[src/sv/crfvd_ram.sv]
// Generic single-write, single-read RAM with registered read data.
// No dependencies.
`timescale 1ns / 1ps
module crfvd_ram #(
  parameter int WIDTH = 8,
  parameter int DEPTH = 16
) (
  input  logic                     clk,
  input  logic                     we,
  input  logic [$clog2(DEPTH)-1:0] waddr,
  input  logic [WIDTH-1:0]         wdata,
  input  logic [$clog2(DEPTH)-1:0] raddr,
  output logic [WIDTH-1:0]         rdata
);
  logic [WIDTH-1:0] mem [DEPTH];

  always_ff @(posedge clk) begin
    if (we) begin
      mem[waddr] <= wdata;
    end
    rdata <= mem[raddr];
  end
endmodule

[config.mk]
export PLATFORM = sky130hd
export DESIGN_NAME = crfvd_ram
export DESIGN_NICKNAME = d
export VERILOG_FILES = /design/src/sv/crfvd_ram.sv
export SDC_FILE = /design/constraint.sdc
export NUM_CORES = 1
export LEC_CHECK = 0
export BUFFER_PORTS_ARGS = -buffer_cell sky130_fd_sc_hd__buf_2
export CORE_UTILIZATION = 52
export DETAILED_ROUTE_END_ITERATION = 10
export MAX_ROUTING_LAYER = met4
export PLACE_DENSITY_LB_ADDON = 0.05
export RECOVER_POWER = 25
export SYNTH_ARGS = -nofsm -noshare
export SYNTH_HDL_FRONTEND = slang
export SYNTH_SLANG_ARGS = --single-unit
[constraint.sdc]
create_clock -name clk -period 2.19 [get_ports clk]
set_input_delay 0.438 -clock clk [delete_from_list [all_inputs] [get_ports clk]]
set_output_delay 0.438 -clock clk [all_outputs]
set_load 0.005 [all_outputs]
# Word level (Yosys, flattened, before mapping)
# Memories as Yosys holds them, arrays and structs flattened. A register that Yosys moved wholly into a read port is not among the register bits.
# Index checks and enable logic that the tools add are counted.
dict set report classes {
  mux 2
}
# cell n
set op_table {}
lappend op_table {{1-bit two-way mux} 2}
dict set report word_totals {
  ff_bits 0
  n_memories 1
  ramBits 128
  inputBits 18
  word_cells 3
  output_inout_bits 8
}
# memory words width rd rd_ports_with_merged_regs wr line
set mem_list {}
lappend mem_list {mem 16 8 1 1 1 15} ;# logic [WIDTH-1:0] mem [DEPTH];

# Logic depth before layout (Yosys ltp)
# Gate-level depths: netlist (run 1).
dict set report logic_depth {
  ltp_word 2
  ltp_mapped 5
  mapped_depth_nobuf 3
}

# Least setup slack after synthesis (run 1)
# OpenSTA, ideal clock, no wires.
dict set report synth_path {
  path_type {input -> register}
  startpoint {input port waddr[2]}
  endpoint {memory mem[0][0] (enable)}
  cell_stages 2
  required_ns 1.807
  path_buffers 0
  setup_ns 0.383
  t_arrival_ns 1.548
  slack_ns 0.259
  path_cell_list {or3b_2 -> nor3_1}
}
# element line
set synth_lines {}
lappend synth_lines {{start: declaration} 10} ;# input logic [$clog2(DEPTH)-1:0] waddr,
lappend synth_lines {{end: declaration} 15}
# No word-level cell before the write port.

# Worst setup path after layout (run 1)
dict set report layout_path {
  startpoint {register rdata[7], read port of mem}
  endpoint {output port rdata[7]}
}
# element line
set layout_lines {}
lappend layout_lines {{start: declaration} 13} ;# output logic [WIDTH-1:0] rdata
# No word-level cell between the ends.

==> results.cfg, run 1 <==
[critical_path]
arrival_ns = 0.98
cp.required_ns = 1.75
worstPathCellList = buf_2
start_kind = flop
slowest_delay_ns = 0.34
crit_path_max_fanout = 1
end_kind = output pin
critPathBufInv = 1
cp_top_family = flip-flops
criticalPathCategory = flop to output pin
slowest_stage = dfxtp_1

[detailed_routing]
totalWireLength_um = 9510
wl_per_cell_um = 22.2
viasPerCell = 5.55
drt_iter0_drc = 174
dr.pass1.iters = 4
drc = 0
ant_nets = 0
vias = 2381

[timing]
period_share_pct = 64.7
slew_headroom_pct = 53.5
period_needed_ns = 1.42
slew_viol_final = 0
totalNegativeSetupSlack_ns = 0
fmax_mhz = 706
rsz0062_at_grt = false
setup_viol = 0
tightest_slew_ns = 0.698
finClkSkew_ns = 0.00867
final-hold-violation-count = 0

[placement]
dpl_cell_area_um2 = 5550
gp_congestion = 0.726
dp_hpwl_um = 5830
io_buffers = 25
placed_cells = 397

[cells_and_area]
syn_to_final_growth_pct = 20.6
layout.nets = 305
stdcell_count = 429
drive_above_1_share_pct = 30.7
fin_area_um2 = 6210
utilization_pct = 65.9
n_antenna_cell = 0

[cts]
cts.sinks = 136
htreeDepth = 4
cts_hold_buf = 0
cts-root-buf = clkbuf_8
path_clk_slew_ns = 0.06
cts_tree = built
cts-buffers-inserted = 17
cts.repair.resized = 0
cts_buffer_depth = 2
post-cts-setup-buffers = 0
clk_latency_ns = 0.51

[global_route]
first_global_vias = 2499
antenna_found_initial = 0
grt_first_pass_wirelength_um = 14600
grt_use_total_pct = 21.8
grt-ovfl-total = 0
grt_max_degree = 33

[power]
vdd_drop_max_v = 0.000587
power_frac_clock_pct = 49.5
p_switching_w = 0.00118
p_per_area_nw_per_um2 = 1020
comb_power_share_pct = 4.3
swShare_pct = 18.7
p_leak_nw = 2.13
p_int_w = 0.00515
seqPwrFrac_pct = 46.3

[worst_hold_path]
hold_class = primary input to flop

[synthesis]
synth-xor-area-share_pct = 0
synth.yosys.seq_area_share_pct = 77.8
synth_top_family_by_area = multiplexers
synth_fa_ha_area_share_pct = 0
synthCells = 229
ys_types = 19
synthMuxAreaShare_pct = 15.0
synth_warnings = 0
yosys-top-cells-area = edfxtp_1 (75%), mux4_2 (7.9%), mux4_1 (7.1%)
synth.avg_cell_area_um2 = 22.5
yosys.area_share.simple_pct = 3.18
synth_area_um2 = 5150
synth_top_area_share_pct = 74.7
post-synth-top-area-cell = edfxtp_1
synth-compound-area-share_pct = 2.33
syn-num-nets = 247
yosys_register_bits = 136

[die]
initial_core_util_pct = 54.7
dieHeight_um = 101
die_w_um = 101
ioPinCount = 26
dieArea_um2 = 10300
num_rows = 35
core_area_um2 = 9420

[flow_run]
max_cap_viol_count = 0

[status]
status = finished, final reports clean
layer usage:
metal / GRT usage, % / vias up / part of all wire (%)
li1: - / 1094 / -
met2: 32.1 / 61 / 48
met4: 8.70 / 0 / 0.87
met3: 4.69 / 7 / 5.4
met5: - / - / 0
met1: 30.1 / 1219 / 46
per-stage QoR:
step,hold WS [ns],setup slack [ns],total power [W]
after CTS,0.294,0.737,0.00638
after global placement,0.657,0.268,0.00325
after detailed placement,0.661,0.280,0.00326
final,0.332,0.773,0.00633
after floorplan,0.537,0.259,0.00313
after global routing,0.330,0.732,0.00650
cell usage in the layout, fill, tap and decap left out:
| cell | synthesis | final |
|---|---|---|
| dfxtp_1 | 8 | 8 |
| clkinv_4 | 0 | 3 |
| nand2_1 | 9 | 9 |
| nand2b_1 | 2 | 2 |
| clkinvlp_4 | 0 | 2 |
| nand3_1 | 1 | 1 |
| mux4_2 | 18 | 18 |
| buf_4 | 1 | 22 |
| buf_2 | 3 | 20 |
| and2b_1 | 1 | 1 |
| and2_1 | 1 | 1 |
| bufinv_16 | 0 | 6 |
| edfxtp_1 | 128 | 128 |
| nor2_1 | 13 | 13 |
| clkbuf_8 | 0 | 2 |
| mux4_1 | 14 | 14 |
| nor3_1 | 4 | 4 |
| nor2b_1 | 1 | 1 |
| buf_12 | 0 | 2 |
| a22oi_1 | 16 | 16 |
| clkbuf_1 | 0 | 8 |
| nand3b_1 | 2 | 2 |
| clkbuf_16 | 0 | 16 |
| or3b_2 | 1 | 1 |
flip-flops by register name, indices dropped and copies added (netlist names):
name   count
rdata      8
mem      128
cells by family after synthesis:
kind of cell	after synthesis
mux	32
buf+inv	10
simple gates	35
flops	136
compound gates	16
cell type report:
type | count | area [µm²]
fillers | 636 | 3210
clock buffers | 21 | 439
clock inverters | 11 | 221
well taps | 129 | 161
multi-input cells | 83 | 1060
flip-flops and latches | 136 | 4000
repair buffers | 49 | 324
cells in the mapped netlist, drive strengths merged:
| cell | number |
|---|---|
| or3b | 1 |
| mux4 | 32 |
| edfxtp | 128 |
| nor2b | 1 |
| nor3 | 4 |
| nand2b | 2 |
| nand2 | 9 |
| nor2 | 13 |
| and2b | 1 |
| clkdlybuf4s25 | 3 |
| nand3b | 2 |
| and2 | 1 |
| dfxtp | 8 |
| nand3 | 1 |
| buf | 7 |
| a22oi | 16 |
power groups by stage:
| stage | Combinational, W | Clock [W] | Sequential [W] |
|---|---|---|---|
| final | 0.000269 | 0.00313 | 0.00293 |
| after global placement | 0.000272 | 0 | 0.00298 |
| after global routing | 0.000297 | 0.00327 | 0.00293 |
| after detailed placement | 0.000276 | 0 | 0.00298 |
| after floorplan | 0.000148 | 0 | 0.00298 |
| after CTS | 0.000277 | 0.00317 | 0.00293 |
final timing paths:
path / from / to / slack (ns) / cells after the start
max: rdata[7] / rdata[7] / 0.77 / 1
min: wdata[5] / mem[7][5] / 0.33 / 1
max reg2reg: mem[3][4] / rdata[4] / 0.83 / 3
min reg2reg: mem[15][6] / rdata[6] / 0.68 / 3
No activity file was read; power rests on OpenSTA's default activity.
==> inputs of run 2 (changes only) <==
==> constraint.sdc (replaced) <==
create_clock -name clk -period 1.3 [get_ports clk]
set_input_delay 0.26 -clock clk [delete_from_list [all_inputs] [get_ports clk]]
set_output_delay 0.26 -clock clk [all_outputs]
set_load 0.005 [all_outputs]
==> run 2 against run 1 <==
  * The flow now finishes with violations (negative setup slack)
  * Flip-flop and latch count unchanged
  * Register-to-register slack got worse by 0.85 ns
  * Routed wire length increased by 4.3%
  * Sequential share of layout area decreased by 0.27 points
  * Combinational power increased by 91%
  * Global-route usage increased by 1.3 points
  * Final cell count increased by 1.6%
  * Critical endpoint is now rdata[6]
  * First-iteration DRC count decreased by 17%
  * Clock skew increased by 0.0011 ns
  * Worst setup slack got worse by 0.80 ns
==> results.cfg, run 2 (synthesized netlist as in run 1, its figures left out) <==
[power]
vdd_drop_max_v = 0.000805
p_leak_nw = 2.08
p_per_area_nw_per_um2 = 1560

[critical_path]
cp_top_family = multiplexers
slowest_delay_ns = 0.48
crit_path_max_fanout = 1
slowest_stage = mux4_2
end_kind = flop
arrival_ns = 1.72
critPathBufInv = 0
worstPathCellList = mux4_2, a22oi_2, nand2_1
criticalPathCategory = flop to flop
cp.required_ns = 1.69
start_kind = flop

[timing]
fmax_mhz = 756
finClkSkew_ns = 0.00980
slew_headroom_pct = 36.2
setup_viol = 2
final-hold-violation-count = 0
rsz0062_at_grt = true
fin_ws_ns = -0.0230
slew_viol_final = 0
tightest_slew_ns = 0.954
period_needed_ns = 1.32
period_share_pct = 102

[global_route]
first_global_vias = 2562
grt-ovfl-total = 0
grt_use_total_pct = 23.1
grt_first_pass_wirelength_um = 15400
antenna_found_initial = 0
grt_max_degree = 19

[die]
dieHeight_um = 101
ioPinCount = 26
die_w_um = 101
dieArea_um2 = 10300
core_area_um2 = 9420
initial_core_util_pct = 54.7
num_rows = 35

[detailed_routing]
ant_nets = 0
drt_iter0_drc = 144
vias = 2469
dr.pass1.iters = 4
totalWireLength_um = 9920
wl_per_cell_um = 22.8
viasPerCell = 5.66
drc = 0

[cells_and_area]
layout_common_cells = edfxtp_1 (128), mux4_2 (32), buf_4 (22)
largest_reg_flops = 128
syn_to_final_growth_pct = 21.1
top_register = mem
fin_area_um2 = 6230
layout.nets = 312
drive_above_1_share_pct = 41.0
top_regs = mem: 128 flops, rdata: 8 flops
final_common_cell = edfxtp_1
n_antenna_cell = 0
utilization_pct = 66.2
fillCellCount = 656

[cts]
cts.sinks = 136
cts_hold_buf = 0
cts-buffers-inserted = 17
cts_buffer_depth = 2
htreeDepth = 4
cts_tree = built
cts-root-buf = clkbuf_8
clk_latency_ns = 0.52
post-cts-setup-buffers = 0
path_clk_slew_ns = 0.06

[placement]
dpl_worst_slack_ns = -0.424
dpl_cell_area_um2 = 5690
gp_congestion = 0.787
dp_hpwl_um = 6220
io_buffers = 25

[worst_hold_path]
hold_class = primary input to flop

[flow_run]
max_cap_viol_count = 0

[status]
status = finished, violations left
violations = negative setup slack
==> run 2: worst paths after layout <==
check	cells after the start	startpoint	slack (ns)	endpoint
min reg2reg	3	mem[14][3]	0.66	rdata[3]
max reg2reg	3	mem[11][6]	-0.02	rdata[6]
min	1	wdata[5]	0.15	mem[13][5]
max	3	mem[11][6]	-0.02	rdata[6]
==> run 2: layout make-up <==
| type | count | area, µm² | area share (%) |
|---|---|---|---|
| Sequential cell | 136 | 4000 | 64.2 |
| Multi-Input combinational cell | 83 | 1080 | 17.3 |
| Timing Repair Buffer | 56 | 463 | 7.43 |
| Clock buffer | 19 | 422 | 6.76 |
| Tap cell | 129 | 161 | 2.59 |
| Clock inverter | 13 | 108 | 1.73 |
==> run 2: stage by stage <==
step,hold slack [ns],power [W],setup TNS (ns),instances
6_report,0.148,0.00971,-0.0285,436
5_1_grt,0.148,0.0100,-0.165,436
4_1_cts,0.112,0.00977,-0.00234,436
3_5_place_dp,0.635,0.00553,-15.47,404
3_3_place_gp,0.638,0.00552,-13.58,404
2_1_floorplan,0.359,0.00529,-0.690,229
==> run 2: repair_timing <==
action | in CTS | in global routing
resized for setup | 7 | 3
pin swaps | 0 | 4
endpoints found under the setup margin | 6 | 6
==> run 2: metal layers <==
layer,vias to the layer above,track usage (%),wire length (µm)
li1,1090,-,-
met1,1286,33.2,4630
met3,11,4.76,452
met2,82,32.8,4710
met4,0,8.70,127
met5,-,-,0
==> run 2: where the power goes <==
group	switching (W)	total [W]	leakage, nW	internal [W]
sequential	0.0000318	0.00494	1.22	0.00490
clock	0.00174	0.00426	0.255	0.00252
combinational	0.000275	0.000514	0.600	0.000239
